<file path="config.mk">
export PLATFORM = sky130hd
export DESIGN_NAME = no_adjacent_repeat_rearranger_top
export DESIGN_NICKNAME = d
export VERILOG_FILES = /design/src/hdl/nar_pkg.sv /design/src/hdl/nar_ram.sv /design/src/hdl/nar_cell.sv /design/src/hdl/nar_pick.sv /design/src/hdl/no_adjacent_repeat_rearranger_top.sv
export SDC_FILE = /design/constraint.sdc
export NUM_CORES = 1
export LEC_CHECK = 0
export ABC_CLOCK_PERIOD_IN_PS = 12150
export BUFFER_PORTS_ARGS = -buffer_cell sky130_fd_sc_hd__buf_2
export CELL_PAD_IN_SITES_DETAIL_PLACEMENT = 0
export CELL_PAD_IN_SITES_GLOBAL_PLACEMENT = 1
export CORE_MARGIN = 1
export CORE_UTILIZATION = 35
export CTS_BUF_LIST = sky130_fd_sc_hd__clkbuf_2 sky130_fd_sc_hd__clkbuf_4 sky130_fd_sc_hd__clkbuf_8
export DETAILED_ROUTE_END_ITERATION = 7
export GPL_ROUTABILITY_DRIVEN = 0
export PLACE_DENSITY = 0.63
export SLEW_MARGIN = 20
export SYNTH_ARGS = -nofsm -noshare
export SYNTH_HDL_FRONTEND = slang
export SYNTH_HIERARCHICAL = 1
export SYNTH_SLANG_ARGS = --single-unit
</file>
<file path="constraint.sdc">
create_clock -name clk -period 12.15 [get_ports clk]
set_input_delay 0.6075 -clock clk [delete_from_list [all_inputs] [get_ports clk]]
set_output_delay 0.6075 -clock clk [all_outputs]
set_load 0.02 [all_outputs]
</file>
<file path="src/hdl/nar_pkg.sv">
`default_nettype none

package nar_pkg;

    // Widths fixed by the item fields and the per-letter count.
    localparam int SYM_W = 5;
    localparam int CNT_W = 7;

    // Controls shared by every cell of the count ring.
    typedef struct packed {
        logic shift;
        logic clear;
    } cell_ctrl_t;

    typedef enum logic [1:0] {
        ST_LOAD,
        ST_SCAN,
        ST_FAIL,
        ST_EMIT
    } nar_state_t;

endpackage

`default_nettype wire

</file>
<file path="src/hdl/nar_ram.sv">
`default_nettype none

module nar_ram #(
    parameter int WIDTH = 5,
    parameter int DEPTH = 64
) (
    input  wire logic                     clk,
    input  wire logic                     we,
    input  wire logic [$clog2(DEPTH)-1:0] waddr,
    input  wire logic [WIDTH-1:0]         wdata,
    input  wire logic [$clog2(DEPTH)-1:0] raddr,
    output logic      [WIDTH-1:0]         rdata
);

    logic [WIDTH-1:0] mem [DEPTH];
    logic [WIDTH-1:0] rdata_reg;

    always_ff @(posedge clk)
    begin
        if (we)
        begin
            mem[waddr] <= wdata;
        end
        rdata_reg <= mem[raddr];
    end

    assign rdata = rdata_reg;

endmodule

`default_nettype wire

</file>
<file path="src/hdl/nar_cell.sv">
`default_nettype none

module nar_cell import nar_pkg::*; (
    input  wire logic             clk,
    input  wire logic             rst_n,
    input  wire cell_ctrl_t       ctrl,
    input  wire logic             inc,
    input  wire logic [CNT_W-1:0] shift_in,
    output logic      [CNT_W-1:0] count
);

    logic [CNT_W-1:0] count_reg;
    logic [CNT_W-1:0] count_next;

    // Clear wins over the ring shift, which wins over a load increment.
    always_comb
    begin
        if (ctrl.clear)
        begin
            count_next = '0;
        end
        else if (ctrl.shift)
        begin
            count_next = shift_in;
        end
        else if (inc)
        begin
            count_next = count_reg + CNT_W'(1);
        end
        else
        begin
            count_next = count_reg;
        end
    end

    always_ff @(posedge clk or negedge rst_n)
    begin
        if (!rst_n)
        begin
            count_reg <= '0;
        end
        else
        begin
            count_reg <= count_next;
        end
    end

    assign count = count_reg;

endmodule

`default_nettype wire

</file>
<file path="src/hdl/nar_pick.sv">
`default_nettype none

module nar_pick import nar_pkg::*; #(
    parameter int IDX_W = 5
) (
    input  wire logic             clk,
    input  wire logic             rst_n,
    input  wire logic             en,
    input  wire logic             first,
    input  wire logic [IDX_W-1:0] code,
    input  wire logic [CNT_W-1:0] value,
    output logic      [IDX_W-1:0] top_code,
    output logic      [CNT_W-1:0] top_cnt,
    output logic      [IDX_W-1:0] sec_code,
    output logic      [CNT_W-1:0] sec_cnt
);

    logic [IDX_W-1:0] top_code_reg;
    logic [CNT_W-1:0] top_cnt_reg;
    logic [IDX_W-1:0] sec_code_reg;
    logic [CNT_W-1:0] sec_cnt_reg;
    logic [IDX_W-1:0] base1_code;
    logic [CNT_W-1:0] base1_cnt;
    logic [IDX_W-1:0] base2_code;
    logic [CNT_W-1:0] base2_cnt;
    logic             gt1;
    logic             gt2;

    // Ranking key is (count, code); a zero count never ranks.
    always_comb
    begin
        base1_code = first ? '0 : top_code_reg;
        base1_cnt  = first ? '0 : top_cnt_reg;
        base2_code = first ? '0 : sec_code_reg;
        base2_cnt  = first ? '0 : sec_cnt_reg;
        gt1 = (value != '0) &&
              ((value > base1_cnt) || ((value == base1_cnt) && (code > base1_code)));
        gt2 = (value != '0) &&
              ((value > base2_cnt) || ((value == base2_cnt) && (code > base2_code)));
        top_code = base1_code;
        top_cnt  = base1_cnt;
        sec_code = base2_code;
        sec_cnt  = base2_cnt;
        if (gt1)
        begin
            top_code = code;
            top_cnt  = value;
            sec_code = base1_code;
            sec_cnt  = base1_cnt;
        end
        else if (gt2)
        begin
            sec_code = code;
            sec_cnt  = value;
        end
    end

    always_ff @(posedge clk or negedge rst_n)
    begin
        if (!rst_n)
        begin
            top_code_reg <= '0;
            top_cnt_reg  <= '0;
            sec_code_reg <= '0;
            sec_cnt_reg  <= '0;
        end
        else if (en)
        begin
            top_code_reg <= top_code;
            top_cnt_reg  <= top_cnt;
            sec_code_reg <= sec_code;
            sec_cnt_reg  <= sec_cnt;
        end
    end

endmodule

`default_nettype wire

</file>
<file path="src/hdl/no_adjacent_repeat_rearranger_top.sv">
// Rearranges a string of letters so that no two neighbors are equal.
// Input channel (in_valid/in_ready): one letter item per accepted cycle, with
// end_of_string on the final letter. Letters at or above ALPHABET are not
// counted, and letters past MAX_LEN are dropped; end_of_string still ends the
// string. in_ready is low from the end of a string until its last result
// has been taken.
// Output channel (out_valid/out_ready): one item per letter of the rearranged
// string, last_result on the final one, or a single item with failed set when
// no arrangement exists. An empty string gives no result at all.
// Search: letter counts sit in a ring of ALPHABET cells that rotates past a
// top-two picker; each greedy round passes every cell once, and a pair round
// yields two letters. Results are buffered in a MAX_LEN-deep RAM and then
// leave one item at a time; a new RAM read is not issued until the previous
// registered read has landed.
// A stalled receiver simply holds the output register; nothing is lost.
// Reset clears all counts and control state; counts also all clear together
// at the end of every search, so no clearing pass is needed.
`default_nettype none

module no_adjacent_repeat_rearranger_top import nar_pkg::*; #(
    parameter int ALPHABET = 26,
    parameter int MAX_LEN  = 64
) (
    input  wire logic             clk,
    input  wire logic             rst_n,
    input  wire logic             in_valid,
    output logic                  in_ready,
    input  wire logic [SYM_W-1:0] symbol,
    input  wire logic             end_of_string,
    output logic                  out_valid,
    input  wire logic             out_ready,
    output logic      [SYM_W-1:0] out_symbol,
    output logic                  failed,
    output logic                  last_result
);

    localparam int IDX_W  = $clog2(ALPHABET);
    localparam int LEN_W  = $clog2(MAX_LEN + 1);
    localparam int ADDR_W = $clog2(MAX_LEN);

    nar_state_t state_reg;
    nar_state_t state_next;

    logic [IDX_W-1:0] idx_reg;
    logic [IDX_W-1:0] idx_next;
    logic [LEN_W-1:0] len_reg;
    logic [LEN_W-1:0] len_next;
    logic [LEN_W-1:0] n_reg;
    logic [LEN_W-1:0] n_next;
    logic [LEN_W-1:0] rd_ptr_reg;
    logic [LEN_W-1:0] rd_ptr_next;
    logic             rd_pend_reg;
    logic             rd_pend_next;
    logic             pend_b_reg;
    logic             pend_b_next;
    logic [IDX_W-1:0] pend_b_code_reg;
    logic [IDX_W-1:0] pend_b_code_next;
    logic             dec_en_reg;
    logic             dec_en_next;
    logic [IDX_W-1:0] dec_a_reg;
    logic [IDX_W-1:0] dec_a_next;
    logic [IDX_W-1:0] dec_b_reg;
    logic [IDX_W-1:0] dec_b_next;
    logic             out_valid_reg;
    logic             out_valid_next;
    logic [SYM_W-1:0] out_symbol_reg;
    logic [SYM_W-1:0] out_symbol_next;
    logic             out_failed_reg;
    logic             out_failed_next;
    logic             out_last_reg;
    logic             out_last_next;

    logic [CNT_W-1:0] cell_cnt [ALPHABET];
    logic             cell_inc [ALPHABET];
    cell_ctrl_t       ctrl;

    logic [CNT_W-1:0] head_val;
    logic             dec_hit;
    logic [IDX_W-1:0] top_code;
    logic [CNT_W-1:0] top_cnt;
    logic [IDX_W-1:0] sec_code;
    logic [CNT_W-1:0] sec_cnt;

    logic             in_acc;
    logic             count_ok;
    logic             scan;
    logic             round_end;
    logic             run_pair;
    logic             run_single;
    logic             run_fail;
    logic             run_empty;
    logic             run_end;
    logic             out_take;
    logic             issue;
    logic             ram_we;
    logic [SYM_W-1:0] ram_wdata;
    logic [SYM_W-1:0] ram_rdata;

    // Count ring. The head cell holds the letter whose code is idx_reg; while
    // scanning, its count goes round to the tail, less one if that letter was
    // picked in the previous round.
    assign dec_hit  = dec_en_reg && ((idx_reg == dec_a_reg) || (idx_reg == dec_b_reg));
    assign head_val = cell_cnt[0] - CNT_W'(dec_hit);

    for (genvar i = 0; i < ALPHABET; i++)
    begin : g_cell
        logic [CNT_W-1:0] shift_in;

        if (i == ALPHABET - 1)
        begin : g_tail
            assign shift_in = head_val;
        end
        else
        begin : g_body
            assign shift_in = cell_cnt[i + 1];
        end

        assign cell_inc[i] = in_acc && count_ok && (32'(symbol) == i);

        nar_cell u_cell (
            .clk      (clk),
            .rst_n    (rst_n),
            .ctrl     (ctrl),
            .inc      (cell_inc[i]),
            .shift_in (shift_in),
            .count    (cell_cnt[i])
        );
    end

    // Top-two picker watching the head of the ring. Its outputs include the
    // letter passing the head this cycle, so at the end of a round they hold
    // the winners of the whole alphabet.
    nar_pick #(
        .IDX_W (IDX_W)
    ) u_pick (
        .clk      (clk),
        .rst_n    (rst_n),
        .en       (scan),
        .first    (idx_reg == '0),
        .code     (idx_reg),
        .value    (head_val),
        .top_code (top_code),
        .top_cnt  (top_cnt),
        .sec_code (sec_code),
        .sec_cnt  (sec_cnt)
    );

    // Result buffer. A pair round writes its first letter at the round end and
    // its second from pend_b_reg in the cycle after; the next round end is never
    // that close, so the single write port never sees two writes at once.
    nar_ram #(
        .WIDTH (SYM_W),
        .DEPTH (MAX_LEN)
    ) u_ram (
        .clk   (clk),
        .we    (ram_we),
        .waddr (n_reg[ADDR_W-1:0]),
        .wdata (ram_wdata),
        .raddr (rd_ptr_reg[ADDR_W-1:0]),
        .rdata (ram_rdata)
    );

    // Control decode.
    always_comb
    begin
        in_ready   = (state_reg == ST_LOAD);
        in_acc     = in_valid && in_ready;
        count_ok   = (32'(symbol) < ALPHABET) && (len_reg < LEN_W'(MAX_LEN));
        scan       = (state_reg == ST_SCAN);
        round_end  = scan && (idx_reg == IDX_W'(ALPHABET - 1));
        run_pair   = round_end && (top_cnt != '0) && (sec_cnt != '0);
        run_single = round_end && (top_cnt == CNT_W'(1)) && (sec_cnt == '0);
        run_fail   = round_end && (top_cnt > CNT_W'(1)) && (sec_cnt == '0);
        run_empty  = round_end && (top_cnt == '0);
        run_end    = round_end && !run_pair;
        ctrl.shift = scan;
        ctrl.clear = run_end;
        out_take   = out_valid_reg && out_ready;
        issue      = (state_reg == ST_EMIT) && !rd_pend_reg && (rd_ptr_reg < n_reg) &&
                     (!out_valid_reg || out_ready);
        ram_we     = run_pair || run_single || pend_b_reg;
        ram_wdata  = pend_b_reg ? SYM_W'(pend_b_code_reg) : SYM_W'(top_code);
    end

    // Next state.
    always_comb
    begin
        state_next = state_reg;
        case (state_reg)
            ST_LOAD:
            begin
                if (in_acc && end_of_string)
                begin
                    state_next = ST_SCAN;
                end
            end
            ST_SCAN:
            begin
                if (run_fail)
                begin
                    state_next = ST_FAIL;
                end
                else if (run_empty && (n_reg == '0))
                begin
                    state_next = ST_LOAD;
                end
                else if (run_end)
                begin
                    state_next = ST_EMIT;
                end
            end
            ST_FAIL:
            begin
                state_next = ST_EMIT;
            end
            ST_EMIT:
            begin
                if (out_take && out_last_reg)
                begin
                    state_next = ST_LOAD;
                end
            end
            default:
            begin
                state_next = ST_LOAD;
            end
        endcase
    end

    // Datapath and output register next values.
    always_comb
    begin
        len_next         = len_reg;
        idx_next         = idx_reg;
        n_next           = n_reg;
        rd_ptr_next      = rd_ptr_reg;
        rd_pend_next     = issue;
        pend_b_next      = run_pair;
        pend_b_code_next = pend_b_code_reg;
        dec_en_next      = dec_en_reg;
        dec_a_next       = dec_a_reg;
        dec_b_next       = dec_b_reg;
        out_valid_next   = out_valid_reg;
        out_symbol_next  = out_symbol_reg;
        out_failed_next  = out_failed_reg;
        out_last_next    = out_last_reg;

        if (in_acc && count_ok)
        begin
            len_next = len_reg + LEN_W'(1);
        end
        if (run_end)
        begin
            len_next    = '0;
            dec_en_next = 1'b0;
        end

        if (scan)
        begin
            idx_next = round_end ? '0 : idx_reg + IDX_W'(1);
        end

        if (run_pair)
        begin
            pend_b_code_next = sec_code;
            dec_en_next      = 1'b1;
            dec_a_next       = top_code;
            dec_b_next       = sec_code;
        end

        if (ram_we)
        begin
            n_next = n_reg + LEN_W'(1);
        end

        if (issue)
        begin
            rd_ptr_next = rd_ptr_reg + LEN_W'(1);
        end

        if (out_take)
        begin
            out_valid_next = 1'b0;
        end

        // The output register is always empty when read data lands, because
        // a read is only issued when it is empty or being emptied.
        if (rd_pend_reg)
        begin
            out_valid_next  = 1'b1;
            out_symbol_next = ram_rdata;
            out_failed_next = 1'b0;
            out_last_next   = (rd_ptr_reg == n_reg);
        end

        // A failure discards any letters already buffered.
        if (state_reg == ST_FAIL)
        begin
            out_valid_next  = 1'b1;
            out_symbol_next = '0;
            out_failed_next = 1'b1;
            out_last_next   = 1'b1;
            n_next          = '0;
            rd_ptr_next     = '0;
        end

        if ((state_reg == ST_EMIT) && out_take && out_last_reg)
        begin
            n_next      = '0;
            rd_ptr_next = '0;
        end
    end

    always_ff @(posedge clk or negedge rst_n)
    begin
        if (!rst_n)
        begin
            state_reg     <= ST_LOAD;
            idx_reg       <= '0;
            len_reg       <= '0;
            n_reg         <= '0;
            rd_ptr_reg    <= '0;
            rd_pend_reg   <= 1'b0;
            pend_b_reg    <= 1'b0;
            dec_en_reg    <= 1'b0;
            out_valid_reg <= 1'b0;
        end
        else
        begin
            state_reg     <= state_next;
            idx_reg       <= idx_next;
            len_reg       <= len_next;
            n_reg         <= n_next;
            rd_ptr_reg    <= rd_ptr_next;
            rd_pend_reg   <= rd_pend_next;
            pend_b_reg    <= pend_b_next;
            dec_en_reg    <= dec_en_next;
            out_valid_reg <= out_valid_next;
        end
    end

    always_ff @(posedge clk)
    begin
        pend_b_code_reg <= pend_b_code_next;
        dec_a_reg       <= dec_a_next;
        dec_b_reg       <= dec_b_next;
        out_symbol_reg  <= out_symbol_next;
        out_failed_reg  <= out_failed_next;
        out_last_reg    <= out_last_next;
    end

    assign out_valid   = out_valid_reg;
    assign out_symbol  = out_symbol_reg;
    assign failed      = out_failed_reg;
    assign last_result = out_last_reg;

`ifndef SYNTH
    // Loading only starts once every result of the previous string is gone.
    assert property (@(posedge clk) disable iff (!rst_n)
        in_ready |-> !out_valid)
        else $error("input accepted while a result is pending");

    // The final letter of a string closes the input until the run is done.
    assert property (@(posedge clk) disable iff (!rst_n)
        (in_valid && in_ready && end_of_string) |=> !in_ready)
        else $error("input still open after end of string");

    // A buffer read must land in an empty output register.
    assert property (@(posedge clk) disable iff (!rst_n)
        rd_pend_reg |-> !out_valid_reg)
        else $error("buffer read overwrites a pending result");

    // A failure is always the only and final result of its run.
    assert property (@(posedge clk) disable iff (!rst_n)
        (out_valid && failed) |-> (last_result && (out_symbol == '0)))
        else $error("malformed failure result");
`endif

endmodule

`default_nettype wire
</file>
### Word-level counts from Yosys, hierarchy flattened

Memories as Yosys holds them, arrays and structs flattened. A register that Yosys moved wholly into a read port is not among the register bits.
Index checks and enable logic that the tools add are counted.
Widths: inputs -> output; s select.

| word-level totals | value |
|---|---|
| register bits | 255 |
| memory bits (writable) | 320 |
| bits of input ports | 10 |
| output and inout port bits | 9 |
| logic and storage cells | 335 |
| memories | 1 |

| operators by class | value |
|---|---|
| add/sub/neg operators | 31 |
| $lt $le $gt $ge | 8 |
| equal/unequal tests | 38 |
| multiplexer cells | 111 |
| reductions and logical operators | 102 |

Memory list:

| memory | words | width | rd ports | clocked after Yosys merged registers in | wr ports | RTL line | text |
|---|---|---|---|---|---|---|---|
| u_ram.mem | 64 | 5 | 1 | 1 | 1 | nar_ram.sv:15 | `logic [WIDTH-1:0] mem [DEPTH];` |

Operators with widths:

| kind | count |
|---|---|
| $mux 7 | 91 |
| $add 7x1->7 const B | 29 |
| $reduce_bool 3->1 | 29 |
| $eq 5x5->1 const B | 11 |
| $logic_and 1x1->1 | 52 |
| $eq 5x4->1 const B | 8 |
| $mux 5 | 7 |
| $eq 7x7->1 | 3 |
| $logic_not 7->1 | 3 |
| $reduce_bool 7->1 | 3 |
| $eq 5x3->1 const B | 4 |
| $gt 7x7->1 | 2 |
| $eq 5x2->1 const B | 2 |
| $eq 5x5->1 | 2 |
| $gt 5x5->1 | 2 |
| $logic_not 5->1 | 2 |
| $mux 2 | 5 |
| $pmux 2 s4 | 1 |
| $eq 7x1->1 const B | 1 |
| $gt 7x1->1 const B | 1 |
| $lt 7x7->1 | 1 |
| $lt 7x7->1 const B | 1 |
| $mux 1 | 7 |
| $sub 7x1->7 | 1 |
| 12 further kinds | 22 |

### Depth between registers and ports, before layout

Gate-level depths: netlist of the first run.

| depth | value |
|---|---|
| depth in word-level cells | 18 |
| mapped depth | 26 |
| depth with buffers taken out | 22 |

### Modules after synthesis

The synthesis of the first run kept the hierarchy.

By module, submodules not included:

| module | instances | cells each | area each (µm²) | seq. area each (µm²) |
|---|---|---|---|---|
| nar_ram | 1 | 610 | 12768.5 | 9709.3 |
| nar_cell | 26 | 41 | 386.6 | 175.2 |
| no_adjacent_repeat_rearranger_top | 1 | 323 | 2957.8 | 1241.2 |
| nar_pick | 1 | 229 | 2082.0 | 600.6 |

### Worst setup path before layout of the first run

OpenSTA, ideal clock, no wires.

| timing path | value |
|---|---|
| path type | flip-flop to flip-flop |
| start point | register idx_reg[2] |
| end point | register g_cell[0].u_cell.count_reg[5] |
| setup time | 0.142 ns |
| arrival time | 8.882 ns |
| required time | 12.008 ns |
| slack | 3.126 ns |
| stages on the path, launching flop included | 19 |
| buffers on the path | 4 |
| period minus slack after synthesis | 9.024 ns |
| cell sequence | dfrtp_1 -> clkbuf_1 -> nor4b_1 -> clkbuf_1 -> nor2b_1 -> inv_1 -> ha_1 -> a211o_1 -> a221o_1 -> a211oi_1 -> nor3_2 -> clkbuf_1 -> clkbuf_1 -> a221o_1 -> nor4_1 -> nand2_1 -> a21oi_2 -> o21bai_1 -> a31oi_1 |

| on the way | value |
|---|---|
| longest elaborated chain between the ends | 15 |
| elaborated cells between the ends (all ways) | 36 |
| classes of those cells | 1 x add/sub; 4 x order compare; 5 x eq/ne; 8 x mux; 18 x reduce/logical |

RTL lines:

| item | RTL line | text |
|---|---|---|
| start: declaration | no_adjacent_repeat_rearranger_top.sv:44 | `logic [IDX_W-1:0] idx_reg;` |
| start signal: assignment | no_adjacent_repeat_rearranger_top.sv:331 | `idx_reg <= idx_next;` |
| branches (longest 9 deep; another with $sub 7x1->7) | -- |  |
| $mux 7 (*) | nar_pick.sv:44 | `if (gt1)` |
| via sec_cnt[2] | no_adjacent_repeat_rearranger_top.sv:82 | `logic [CNT_W-1:0] sec_cnt;` |
| $reduce_bool 7->1 (*) | no_adjacent_repeat_rearranger_top.sv:171 | `run_pair = round_end && (top_cnt != '0) && (sec_cnt != '0);` |
| $logic_and 1x1->1 (*) | no_adjacent_repeat_rearranger_top.sv:171 |  |
| $logic_not 1->1 (*) | no_adjacent_repeat_rearranger_top.sv:175 | `run_end = round_end && !run_pair;` |
| $logic_and 1x1->1 (*) | no_adjacent_repeat_rearranger_top.sv:175 |  |
| via run_end | no_adjacent_repeat_rearranger_top.sv:92 | `logic run_end;` |
| $reduce_bool 3->1 (no line) or $mux 7 (tied branches) | -- |  |
| end signal: assignment | nar_cell.sv:44 | `count_reg <= count_next;` |
| end: declaration | nar_cell.sv:12 | `logic [CNT_W-1:0] count_reg;` |

Mark *: on every way through the listed nets, which the timed path passes.
A chain may end at the register's enable or synchronous reset.

### Worst setup path in the final report of the first run

| timing path | value |
|---|---|
| start point | register idx_reg[2] |
| end point | memory u_ram.mem[26][4], enable pin |

| on the way | value |
|---|---|
| longest elaborated chain between the ends | 16 |
| elaborated cells between the ends (all ways) | 40 |
| classes of those cells | 1 x add/sub; 4 x order compare; 6 x eq/ne; 9 x mux; 20 x reduce/logical |

RTL lines:

| item | RTL line | text |
|---|---|---|
| $eq 5x5->1 | no_adjacent_repeat_rearranger_top.sv:102 | `assign dec_hit = dec_en_reg && ((idx_reg == dec_a_reg) \|\| (idx_reg == dec_b_reg));` |
| $logic_or 1x1->1 (*) | no_adjacent_repeat_rearranger_top.sv:102 |  |
| $logic_and 1x1->1 (*) | no_adjacent_repeat_rearranger_top.sv:102 |  |
| $sub 7x1->7 (*) | no_adjacent_repeat_rearranger_top.sv:103 | `assign head_val = cell_cnt[0] - CNT_W'(dec_hit);` |
| via g_cell[25].shift_in[6] | no_adjacent_repeat_rearranger_top.sv:107 | `logic [CNT_W-1:0] shift_in;` |
| branches (longest 5 deep; another with $gt 7x7->1) | -- |  |
| $mux 7 (*) | nar_pick.sv:44 |  |
| via sec_cnt[2] | no_adjacent_repeat_rearranger_top.sv:82 |  |
| $reduce_bool 7->1 or $logic_not 7->1 (tied branches) | no_adjacent_repeat_rearranger_top.sv:171, no_adjacent_repeat_rearranger_top.sv:172 |  |
| $logic_and 1x1->1 (on tied branches) | no_adjacent_repeat_rearranger_top.sv:171, no_adjacent_repeat_rearranger_top.sv:172 |  |
| $logic_or 1x1->1 (*) (2 in a row) | no_adjacent_repeat_rearranger_top.sv:181 | `ram_we = run_pair \|\| run_single \|\| pend_b_reg;` |
| via ram_we | no_adjacent_repeat_rearranger_top.sv:95 | `logic ram_we;` |
| $mux 1 (*) | nar_ram.sv:20 | `if (we)` |
| $mux 1 (not written as such) (*) | nar_ram.sv:22 | `mem[waddr] <= wdata;` |
| end: declaration | nar_ram.sv:15 |  |

Marks and branches as above.

==> results of run 1 <==
-- synth_stat cells (26+ instances only) --
cell type / instances / share of area (%)
a211oi_1: 84 / 2.3
a21oi_1: 74 / 1.3
a311oi_1: 26 / 0.82
a31oi_1: 35 / 0.79
clkbuf_1: 67 / 0.90
dfrtp_1: 238 / 21
edfxtp_1: 330 / 36
ha_1: 66 / 3.0
inv_1: 60 / 0.81
mux2_2: 45 / 1.8
mux4_2: 66 / 5.3
nand2_1: 227 / 3.1
nand3_1: 27 / 0.49
nand4_1: 60 / 1.3
nand4_2: 26 / 1.2
nor2_1: 219 / 3.0
o21ai_0: 66 / 1.2
o21bai_1: 26 / 0.70
or3_1: 41 / 0.92
or3_2: 26 / 0.70
xor2_1: 117 / 3.7
-- stage by stage --
stage,power (uW),hold WS [ps]
2_1_floorplan,2110,312
3_5_place_dp,2130,470
5_1_grt,4250,125
3_3_place_gp,2130,447
6_report,4100,148
4_1_cts,4160,85.9
-- layout make-up --
| cell class | instances | area, sq um |
|---|---|---|
| timing repair buffer | 37 | 262 |
| fill | 7602 | 47500 |
| tap | 1050 | 1310 |
| inverter | 60 | 225 |
| multi-input combinational | 1495 | 11100 |
| clock buffer | 140 | 1780 |
| clock inverter | 50 | 523 |
| sequential | 580 | 16100 |
| antenna | 3 | 7.51 |
-- report_power, final --
group          total, uW  internal, uW  switching, uW
combinational       23.4          3.09           20.3
clock               2010          1170            845
sequential          2070          2070          0.224
-- critical path: cells and delay by family (launching register included) --
family,cells,cell delay (ps)
flops,1,730
xor+xnor,2,840
fa+ha+maj,3,870
compound gates,6,1770
simple gates,10,2890
buf+inv,1,210
-- kinds of logic (layout without fill, tap and decap cells) --
kind of cell	count (synthesis)	in the layout	synth area share, %
AOI/OAI and AO/OA	410	410	10.1
DFF	580	580	57.8
buffers and inverters	153	287	2.51
adders and majority gates	66	66	2.96
xor gates and xnor gates	127	127	3.99
and+or+nand+nor	751	751	13.6
muxes	141	141	9.05
other	0	3	0
-- per-layer routing --
metal / track usage [%] / up-vias / wire length [um]
li1: - / 8565 / -
met1: 23.2 / 9095 / 31100
met2: 26.9 / 433 / 31800
met3: 2.71 / 110 / 3390
met4: 5.46 / 0 / 1480
met5: 0 / - / 0
-- path summary, 6_finish.rpt --
kind                            depth (start not counted)      startpoint  slack, ps                        end
worst max-delay path                                   22      idx_reg[2]       4520           u_ram/mem[26][4]
worst min-delay path                                    3   end_of_string        150               state_reg[0]
worst max register to register                         22      idx_reg[2]       4520           u_ram/mem[26][4]
worst min register to register                          2  u_ram/rdata[3]        470              out_symbol[3]
max in group asynchronous                               3           rst_n      10040              rd_ptr_reg[0]
min in group asynchronous                               2           rst_n        540  g_cell[9].u_cell/count[5]
==> results by group, run 1 <==
Status
  • Status: finished clean

STA
  • Final hold vios: 0
  • Setup violators final: 0
  • Worst-Margin Slew: 1140 ps
  • Fin Setup TNS: 0 ps
  • Setup ws final: 4520 ps
  • Worst Clk Skew: 43.0 ps
  • RSZ-0062 raised after global routing: no
  • Final min period: 7630 ps
  • Slew Limit Fails: 0
  • Fmax: 131 MHz
  • Max_slew headroom: 23.6%
  • Final period util: 62.8%

Critical path
  • CP Cell Sequence: xor2_1 > nor3_1 > nand3_1 > a21boi_0 > ha_1 > ha_1 > nand3b_1 > xnor2_1 > ha_1 > and3_1 > a221oi_1 > o21ai_0 > and2_1 > nor2b_1 > a221o_1 > nor4_1 > o311ai_4 > a31oi_4 > inv_1 > nor2b_1 > nand2_1 > nor2_1
  • Peak per-stage delay on the critical path: 730 ps
  • Maximum fanout along the worst path: 15
  • CP Capture Type: register
  • Crit path top cell by count: ha_1
  • Worst Path Arrival: 8010 ps
  • Slowest CP cell: dfrtp_1
  • Critical Setup Path Class: reg2reg
  • CP Launch Type: register
  • Crit path required time: 12530 ps

Detailed routing
  • DR WL/cell: 19.9 um
  • # DRC: 0
  • TritonRoute pass-1 iters: 5
  • Antenna Nets Post-Route: 0
  • DR vias: 18203
  • Total wire length: 67800 um
  • DRT iter0 DRCs: 1258
  • Via density: 5.33

Finish
  • Max reg flops: 320
  • Most frequent cells in the layout: edfxtp_1 (330), dfrtp_1 (236), nand2_1 (227), nor2_1 (219), xor2_1 (117)
  • Finished Cell Area: 31300 sq um
  • Ratio of cells with drive above 1 in the final layout: 16.4%
  • Final cell count without fillers: 3415
  • Most common cell after layout, fill and taps aside: edfxtp_1
  • Final nets: 2354
  • Area growth, synth to finish: 12.4%
  • Final core utilization: 39.7%

Global routing
  • Vias in the first global route: 18657
  • GRT Total Usage: 16.8%
  • GRT overflow: 0
  • Antenna violations before repair: 3
  • Largest net degree at the start of global routing: 191
  • First-pass GRT wire length: 107000 um

Synthesis
  • EDFF count, synth: 330
  • Commonest register cell after synthesis: edfxtp_1
  • Seq/Total Area, Yosys: 57.8%
  • Post-synthesis net count: 2304
  • Distinct cells, synth: 73
  • Syn avg cell area: 12.5 sq um
  • YS warnings: 6
  • Async SR Flop Fraction: 41.0%
  • Synth Instances: 2228
  • Synthesized cell area: 27900 sq um
  • #FFs+latches synth: 580

Clocking
  • CTS hold repair buffers: 1
  • Postcts setup bufs: 0
  • Clk pin slew, worst setup/hold paths: 60 ps
  • Sink Count: 580
  • H-tree depth: 3
  • Max clock buf depth: 3
  • CTS buffer count: 104
  • Skew-Pair Late Insertion Delay: 720 ps
  • CTS tree: built
  • Root Buffer: clkbuf_8
  • CTS resizes: 0

Placement
  • DP Cell Count: 3221
  • I/O Buffers: 18
  • Placed inst area: 29000 sq um
  • DP HPWL: 42300 um
  • Pre-CTS WS: 4590 ps

Worst hold path
  • Worst hold path type: in2reg

Floorplanning
  • Initial Util: 35.3%
  • IO Pins: 19
  • Chip height: 284 um
  • # rows: 103
  • DIE AREA: 80700 sq um
  • Core ar.: 78900 sq um
  • Die width: 284 um

Power and ir drop
  • Pleak: 0.0117 uW
  • Power Dens Cells: 131 nW/um^2
  • Worst vdd ir: 0.0816 mV

Run
  • Max-cap violations: 0
Power figures use the tool's default switching activity.
==> run 2: changes to the inputs <==
--- a/config.mk
+++ b/config.mk
@@ -5,7 +5,7 @@
 export SDC_FILE = /design/constraint.sdc
 export NUM_CORES = 1
 export LEC_CHECK = 0
-export ABC_CLOCK_PERIOD_IN_PS = 12150
+export ABC_CLOCK_PERIOD_IN_PS = 6250
 export BUFFER_PORTS_ARGS = -buffer_cell sky130_fd_sc_hd__buf_2
 export CELL_PAD_IN_SITES_DETAIL_PLACEMENT = 0
 export CELL_PAD_IN_SITES_GLOBAL_PLACEMENT = 1
@@ -14,7 +14,7 @@
 export CTS_BUF_LIST = sky130_fd_sc_hd__clkbuf_2 sky130_fd_sc_hd__clkbuf_4 sky130_fd_sc_hd__clkbuf_8
 export DETAILED_ROUTE_END_ITERATION = 7
 export GPL_ROUTABILITY_DRIVEN = 0
-export PLACE_DENSITY = 0.63
+export PLACE_DENSITY = 0.65
 export SLEW_MARGIN = 20
 export SYNTH_ARGS = -nofsm -noshare
 export SYNTH_HDL_FRONTEND = slang
==> constraint.sdc (replaced) <==
create_clock -name clk -period 6.25 [get_ports clk]
set_input_delay 0.3125 -clock clk [delete_from_list [all_inputs] [get_ports clk]]
set_output_delay 0.3125 -clock clk [all_outputs]
set_load 0.02 [all_outputs]
==> run 2 against run 1 <==
  * First-iteration DRC count down 12%
  * Highest routed layer unchanged
  * The flow now finishes with violations (DRC)
  * Largest power group unchanged
  * Utilization up 0.33 points
  * Clock-buffer cell count down 7
  * Wire length down 0.98%
  * Critical endpoint is now u_ram/mem[8][3]
  * Power up 88%
  * Sequential share of layout area down 0.43 points
==> results by group, run 2 (synthesis gave the netlist of run 1 again) <==
Detailed routing
  • DR vias: 18221 (+0.099%)
  • Total wire length: 67100 um (-0.98%)
  • DRT iter0 DRCs: 1107 (-12%)
  • DR WL/cell: 19.6 um (-1.4%)
  • # DRC: 2 (+2)
  • Via density: 5.31 (-0.31%)
  • TritonRoute pass-1 iters: 7 (+2)
  • Antenna Nets Post-Route: 0 (unchanged)

Global routing
  • GRT Total Usage: 16.8% (about the same)
  • Antenna violations before repair: 1 (-2)
  • Vias in the first global route: 18848 (+1.0%)
  • First-pass GRT wire length: 108000 um (+0.23%)
  • GRT overflow: 0 (unchanged)
  • Largest net degree at the start of global routing: 161 (-16%)

Clocking
  • Clk pin slew, worst setup/hold paths: 60 ps (about the same)
  • H-tree depth: 3 (unchanged)
  • CTS buffer count: 97 (-6.7%)
  • Skew-Pair Late Insertion Delay: 700 ps (-20 ps)
  • Sink Count: 580 (unchanged)
  • CTS tree: built
  • Max clock buf depth: 3 (unchanged)
  • Root Buffer: clkbuf_8

Power and ir drop
  • Worst vdd ir: 0.147 mV (+80%)
  • Pleak: 0.0118 uW (+1.1%)
  • Tot Pwr: 7700 uW (+88%)
  • Switching share of power: 20.7% (-0.39 points)
  • Pint: 6100 uW (+89%)
  • Clock share of power: 47.2% (-1.9 points)
  • Power Dens Cells: 244 nW/um^2 (+86%)
  • Flop pwr share: 52.2% (+1.8 points)
  • Sw Pwr: 1590 uW (+84%)
  • Comb pwr share: 0.6% (about the same)

STA
  • Final period util: 94.7% (+32 points)
  • Fmax: 169 MHz (+29%)
  • Fin Setup TNS: 0 ps (unchanged)
  • Worst-Margin Slew: 1090 ps (-47.4 ps)
  • Setup violators final: 0 (unchanged)
  • Final min period: 5920 ps (-1710 ps)
  • Max_slew headroom: 27.1% (+3.6 points)
  • Worst Clk Skew: 55.8 ps (+12.8 ps)
  • Final hold vios: 0 (unchanged)
  • Slew Limit Fails: 0 (unchanged)

Placement
  • I/O Buffers: 18 (unchanged)
  • DP Cell Count: 3242 (+0.65%)
  • DP HPWL: 43200 um (+2.3%)
  • Placed inst area: 29300 sq um (+1.1%)

Finish
  • Ratio of cells with drive above 1 in the final layout: 18.3% (+2.0 points)
  • Final core utilization: 40.0% (+0.33 points)
  • Area growth, synth to finish: 13.4%
  • Most common cell after layout, fill and taps aside: edfxtp_1
  • Fill cell count: 7476 (-1.7%)
  • Finished Cell Area: 31600 sq um (+0.82%)
  • Final cell count without fillers: 3429 (+0.41%)
  • Multi-input logic area: 11300 sq um (+1.6%)
  • Sequential Area: 16100 sq um (about the same)
  • Max reg flops: 320 (unchanged)
  • Most frequent cells in the layout: edfxtp_1 (330), dfrtp_1 (236), nand2_1 (223), nor2_1 (211), xor2_1 (115)
  • Final nets: 2376 (+0.93%)

Critical path
  • CP Launch Type: register
  • CP Capture Type: register
  • Maximum fanout along the worst path: 8 (-7)
  • Worst Path Arrival: 6230 ps (-1780 ps)
  • Crit path required time: 6560 ps (-5970 ps)
  • Critical Setup Path Class: reg2reg

Floorplanning
  • IO Pins: 19 (unchanged)
  • Core ar.: 78900 sq um (unchanged)
  • # rows: 103 (unchanged)
  • Die width: 284 um (unchanged)
  • Chip height: 284 um (unchanged)
  • Initial Util: 35.3% (unchanged)
  • DIE AREA: 80700 sq um (unchanged)

Worst hold path
  • Worst hold path type: in2reg

Run
  • Max-cap violations: 0 (unchanged)

Status
  • Violated checks: DRC
  • Status: finished with violations
[run 2: worst max-delay path: stages, from the launching register on]
cell,delay (ps)
edfxtp_1,410
xor2_1,180
nor3_1,250
nand3_1,110
a21boi_1,260
ha_2,280
ha_4,160
nand3b_1,170
xnor2_4,220
or4_1,580
nor4_4,390
nor3_2,180
nand2_1,110
o21ai_1,60
or4_4,560
o311ai_4,300
a31oi_4,150
inv_1,180
nor2b_2,300
nand2_2,270
nor2_1,420
[run 2: metal layers]
metal  track usage [%]  vias to the layer above  wire [um]
met2              27.6                      400      32300
met4              5.51                        0       1780
met1              22.2                     9117      30000
met3              3.32                      115       3020
li1                  -                     8589          -
met5                 0                        -          0
[run 2: power groups by stage]
stage / clock network, uW / registers (uW) / logic (uW)
finish: 3630 / 4020 / 48.3
global route: 3900 / 4010 / 57.3
CTS: 3730 / 4020 / 49.6
detailed placement: 0 / 4090 / 48.3
global placement: 0 / 4090 / 48.0
floorplan: 0 / 4090 / 6.06
[run 2: worst paths after layout]
path / cells after the start / endpoint / start / slack (ps)
min in group asynchronous: 2 / g_cell[15].u_cell/count[1] / rst_n / 190
max in group asynchronous: 4 / len_reg[6] / rst_n / 4710
max reg2reg: 20 / u_ram/mem[8][3] / dec_b_reg[2] / 330
max: 20 / u_ram/mem[8][3] / dec_b_reg[2] / 330
min: 3 / state_reg[0] / end_of_string / 50
min reg2reg: 2 / out_symbol[1] / u_ram/rdata[1] / 460
[run 2: stage by stage]
step,setup slack [ps],hold WS [ps]
2_1_floorplan,-674,16.9
3_3_place_gp,137,339
3_5_place_dp,51.2,348
4_1_cts,17.3,5.84
5_1_grt,-7.99,35.9
6_report,330,47.6
[run 2: what timing repair did]
item | 4_1_cts | 5_1_grt
buffers inserted | 0 | 5
endpoints found under the hold margin | 79 | 0
cloned | 0 | 1
pin swaps | 0 | 2
hold buffers | 2 | 0
endpoints found under the setup margin | 7 | 478
resized for setup | 1 | 19
[run 2: layout make-up]
type | instances | share of cell area [%]
multi-input combinational | 1496 | 35.7
timing repair buffer | 65 | 1.75
clock inverter | 44 | 1.44
clock buffer | 133 | 5.18
tap | 1050 | 4.16
antenna | 1 | 0.00792
inverter | 60 | 0.713
sequential | 580 | 51.0
==> run 3: changes to the inputs <==
--- a/config.mk
+++ b/config.mk
@@ -12,11 +12,11 @@
 export CORE_MARGIN = 1
 export CORE_UTILIZATION = 35
 export CTS_BUF_LIST = sky130_fd_sc_hd__clkbuf_2 sky130_fd_sc_hd__clkbuf_4 sky130_fd_sc_hd__clkbuf_8
+export CTS_CLUSTER_SIZE = 30
 export DETAILED_ROUTE_END_ITERATION = 7
 export GPL_ROUTABILITY_DRIVEN = 0
 export PLACE_DENSITY = 0.65
 export SLEW_MARGIN = 20
 export SYNTH_ARGS = -nofsm -noshare
 export SYNTH_HDL_FRONTEND = slang
-export SYNTH_HIERARCHICAL = 1
 export SYNTH_SLANG_ARGS = --single-unit
==> run 3 against run 2 <==
  * The flow now finishes without violations
  * Setup slack better by 44 ps
  * Non-clock buffer count is 7 higher
  * Clock power is 1% lower
  * Final area is 0.28% higher
  * Hold slack better by 170 ps
  * First-iteration DRC count is 24% higher
  * Register-to-register slack better by 40 ps
  * Power is 120% higher
  * Clock-buffer cell count is 9 higher
  * Synthesized area is 0.30% lower
  * Critical path depth is 2 higher
  * Critical endpoint is now u_ram.mem[49][1]
  * Largest power group unchanged
  * Highest routed layer unchanged
==> results by group, run 3 <==
Status
  • Status: finished clean

Clocking
  • H-tree depth: 3 (unchanged)
  • Clk pin slew, worst setup/hold paths: 70 ps (about the same)
  • Sink Count: 580 (unchanged)
  • Skew-Pair Late Insertion Delay: 760 ps (+60 ps)
  • Root Buffer: clkbuf_8
  • Max clock buf depth: 3 (unchanged)
  • CTS tree: built
  • CTS buffer count: 101 (+4.1%)

Synthesis
  • Simple logic cell fraction of the synthesized area: 13.5% (-0.13 points)
  • YS warnings: 0 (-6)
  • Commonest register cell after synthesis: edfxtp_1
  • Syn avg cell area: 11.8 sq um (-5.4%)
  • Post-synth top area share: 35.7% (+0.11 points)
  • Post-synthesis xor/xnor area fraction: 1.55% (-2.4 points)
  • Top cells by count, synth: edfxtp_1 (330), o21ai_0 (239), dfrtp_1 (238)
  • Synth area leaders: edfxtp_1 (36%), dfrtp_1 (21%), mux4_2 (8.5%)
  • EDFF count, synth: 330 (unchanged)
  • Async SR Flop Fraction: 41.0% (unchanged)
  • Leading area contributor after synthesis: edfxtp_1
  • Mux cell area share after synthesis: 9.20% (+0.15 points)
  • Most frequent cell after synthesis: edfxtp_1
  • Synthesized cell area: 27800 sq um (-0.30%)
  • Seq/Total Area, Yosys: 58.0% (+0.17 points)
  • Main combinational cell family by area after synthesis: simple AND/OR/NAND/NOR gates
  • #FFs+latches synth: 580 (unchanged)
  • Compound-Gate Fraction of Synth Area: 12.3% (+2.2 points)
  • Distinct cells, synth: 79 (+8.2%)
  • Synth Area in Adders: 2.87% (-0.095 points)
  • Synth Instances: 2349 (+5.4%)
  • Post-synthesis net count: 2421 (+5.1%)

Detailed routing
  • DR WL/cell: 20.0 um (+2.0%)
  • # DRC: 0 (-2)
  • Via density: 5.50 (+3.5%)
  • TritonRoute pass-1 iters: 7 (unchanged)
  • DR vias: 19355 (+6.2%)
  • DRT iter0 DRCs: 1373 (+24%)
  • Total wire length: 70300 um (+4.7%)
  • Antenna Nets Post-Route: 0 (unchanged)

Finish
  • Finished Cell Area: 31700 sq um (+0.28%)
  • Most common cell after layout, fill and taps aside: edfxtp_1
  • Max reg flops: 320 (unchanged)
  • Area growth, synth to finish: 14.0%
  • Final nets: 2466 (+3.8%)
  • Most frequent cells in the layout: edfxtp_1 (330), o21ai_0 (238), dfrtp_1 (236), nand2_1 (184), a21oi_1 (159)
  • Ratio of cells with drive above 1 in the final layout: 16.9% (-1.4 points)

STA
  • Final period util: 94.0% (-0.71 points)
  • Fmax: 170 MHz (+0.75%)
  • RSZ-0062 raised after global routing: yes
  • Worst-Margin Slew: 1280 ps (+190 ps)
  • Final hold vios: 0 (unchanged)
  • Setup ws final: 375 ps (+44.3 ps)
  • Slew Limit Fails: 0 (unchanged)
  • Final min period: 5880 ps (-44.3 ps)
  • Setup violators final: 0 (unchanged)
  • Worst Clk Skew: 82.0 ps (+26.2 ps)
  • Max_slew headroom: 14.4% (-13 points)

Placement
  • Pre-CTS WS: -0.111 ps (-51.3 ps)
  • DP HPWL: 44600 um (+3.1%)
  • I/O Buffers: 18 (unchanged)
  • Placed inst area: 29200 sq um (-0.40%)

Power and ir drop
  • Pleak: 0.0114 uW (-3.4%)
  • Worst vdd ir: 0.637 mV (+330%)
  • Comb pwr share: 38.6% (+38 points)
  • Tot Pwr: 16700 uW (+120%)
  • Switching share of power: 40.5% (+20 points)
  • Clock share of power: 21.5% (-26 points)
  • Sw Pwr: 6770 uW (+320%)
  • Power Dens Cells: 528 nW/um^2 (+120%)
  • Flop pwr share: 39.9% (-12 points)
  • Pint: 9950 uW (+63%)

Critical path
  • Critical Setup Path Class: reg2reg
  • Crit path max-delay family: compound AO/OA/AOI/OAI gates
  • Logic depth of the worst path, buffers included: 22 (+10%)
  • Maximum fanout along the worst path: 16 (+8)
  • R2R Path End: u_ram.mem[49][1]
  • Peak per-stage delay on the critical path: 650 ps (+70 ps)
  • Worst Path Arrival: 6230 ps (about the same)
  • Setup crit end: u_ram.mem[49][1]
  • CP Cell Sequence: xor2_1 > nor3_1 > nand3_1 > a21boi_1 > ha_1 > ha_1 > nand2b_1 > o21ai_0 > and2_1 > inv_1 > ha_1 > nand2_1 > a21oi_1 > nand3_1 > o32ai_1 > nor2_1 > o221a_1 > o221a_4 > a21oi_4 > nor2_2 > buf_4 > nor4_2
  • Worst r2r src: idx_reg[1]
  • Crit path top cell by count: ha_1
  • Worst R2R Path Depth: 22 (+10%)
  • CP Launch Type: register
  • WP buf/inv: 2 (+1)
  • CP Capture Type: register
  • Slowest CP cell: nor4_2
  • Crit path launch: idx_reg[1]
  • Worst R2R Setup Slack: 370 ps (+40 ps)
  • Crit path required time: 6600 ps (+40 ps)

Run
  • Max-cap violations: 0 (unchanged)

Floorplanning
  • IO Pins: 19 (unchanged)
  • # rows: 102 (-0.97%)
  • Initial Util: 35.6% (+0.30 points)
  • Core ar.: 78000 sq um (-1.1%)
  • Chip height: 284 um (-0.15%)
  • DIE AREA: 80500 sq um (-0.30%)
  • Die width: 284 um (-0.15%)

Global routing
  • Vias in the first global route: 19553 (+3.7%)
  • GRT overflow: 0 (unchanged)
  • Antenna violations before repair: 1 (unchanged)
  • Largest net degree at the start of global routing: 176 (+9.3%)
  • GRT Total Usage: 17.4% (+0.60 points)
  • First-pass GRT wire length: 112000 um (+4.2%)

Worst hold path
  • Worst hold path type: in2async
-- run 3: metal layers --
metal  vias up  global-route usage [%]  part of all wire [%]
met5         -                       0                     0
met4         0                    6.09                   2.6
met3       124                    2.87                   4.1
met2       434                    27.9                    47
met1      9753                    23.8                    46
li1       9044                       -                     -
-- run 3: power groups by stage --
| stage | clock network, uW | registers [uW] | logic, uW |
|---|---|---|---|
| detailed placement | 0 | 6800 | 6330 |
| floorplan | 0 | 6410 | 4190 |
| finish | 3590 | 6670 | 6460 |
| global placement | 0 | 6770 | 6220 |
| CTS | 3690 | 6730 | 6340 |
| global route | 3840 | 6790 | 7120 |
-- run 3: cells by family (layout without fill, tap and decap cells) --
kind of cell               after synthesis  after routing
xor gates and xnor gates                49             49
adders and majority gates               64             64
and+or+nand+nor                        760            760
DFF                                    580            580
buffers and inverters                  182            311
other                                    0              1
muxes                                  123            123
AOI/OAI and AO/OA                      591            591
-- run 3: cell type report --
cell class / count / area, sq um
fill: 7308 / 46300
timing repair buffer: 72 / 668
sequential: 580 / 16100
tap: 1040 / 1300
clock buffer: 142 / 1750
clock inverter: 45 / 353
multi-input combinational: 1587 / 11300
inverter: 52 / 195
antenna: 1 / 2.50
-- run 3: through the flow --
| step | setup TNS, ps | hold WS (ps) | util [%] | instances |
|---|---|---|---|---|
| 4_1_cts | 0 | 213 | 40.3 | 3517 |
| 3_5_place_dp | -0.238 | 441 | 37.4 | 3326 |
| 3_3_place_gp | -19.3 | 432 | 37.4 | 3325 |
| 5_1_grt | -18090 | 317 | 40.6 | 3519 |
| 6_report | 0 | 220 | 40.6 | 3519 |
| 2_1_floorplan | 0 | 16.9 | - | 2349 |
-- run 3: worst min-delay path by stage --
stage          startpoint                         end  cells after the start
2_1_floorplan       rst_n                   async pin                      0
3_3_place_gp        rst_n  g_cell[18].u_cell.count[3]                      1
3_5_place_dp        rst_n  g_cell[17].u_cell.count[3]                      1
4_1_cts         symbol[0]  g_cell[16].u_cell.count[0]                      4
5_1_grt             rst_n  g_cell[18].u_cell.count[3]                      2
6_report            rst_n  g_cell[17].u_cell.count[2]                      2
-- run 3: repair_timing --
| item | in CTS | in global routing |
|---|---|---|
| resized for setup | 8 | 42 |
| endpoints found under the setup margin | 40 | 500 |
| buffers inserted | 0 | 0 |
| hold buffers | 4 | 0 |
| hold endpoints to repair | 107 | 0 |
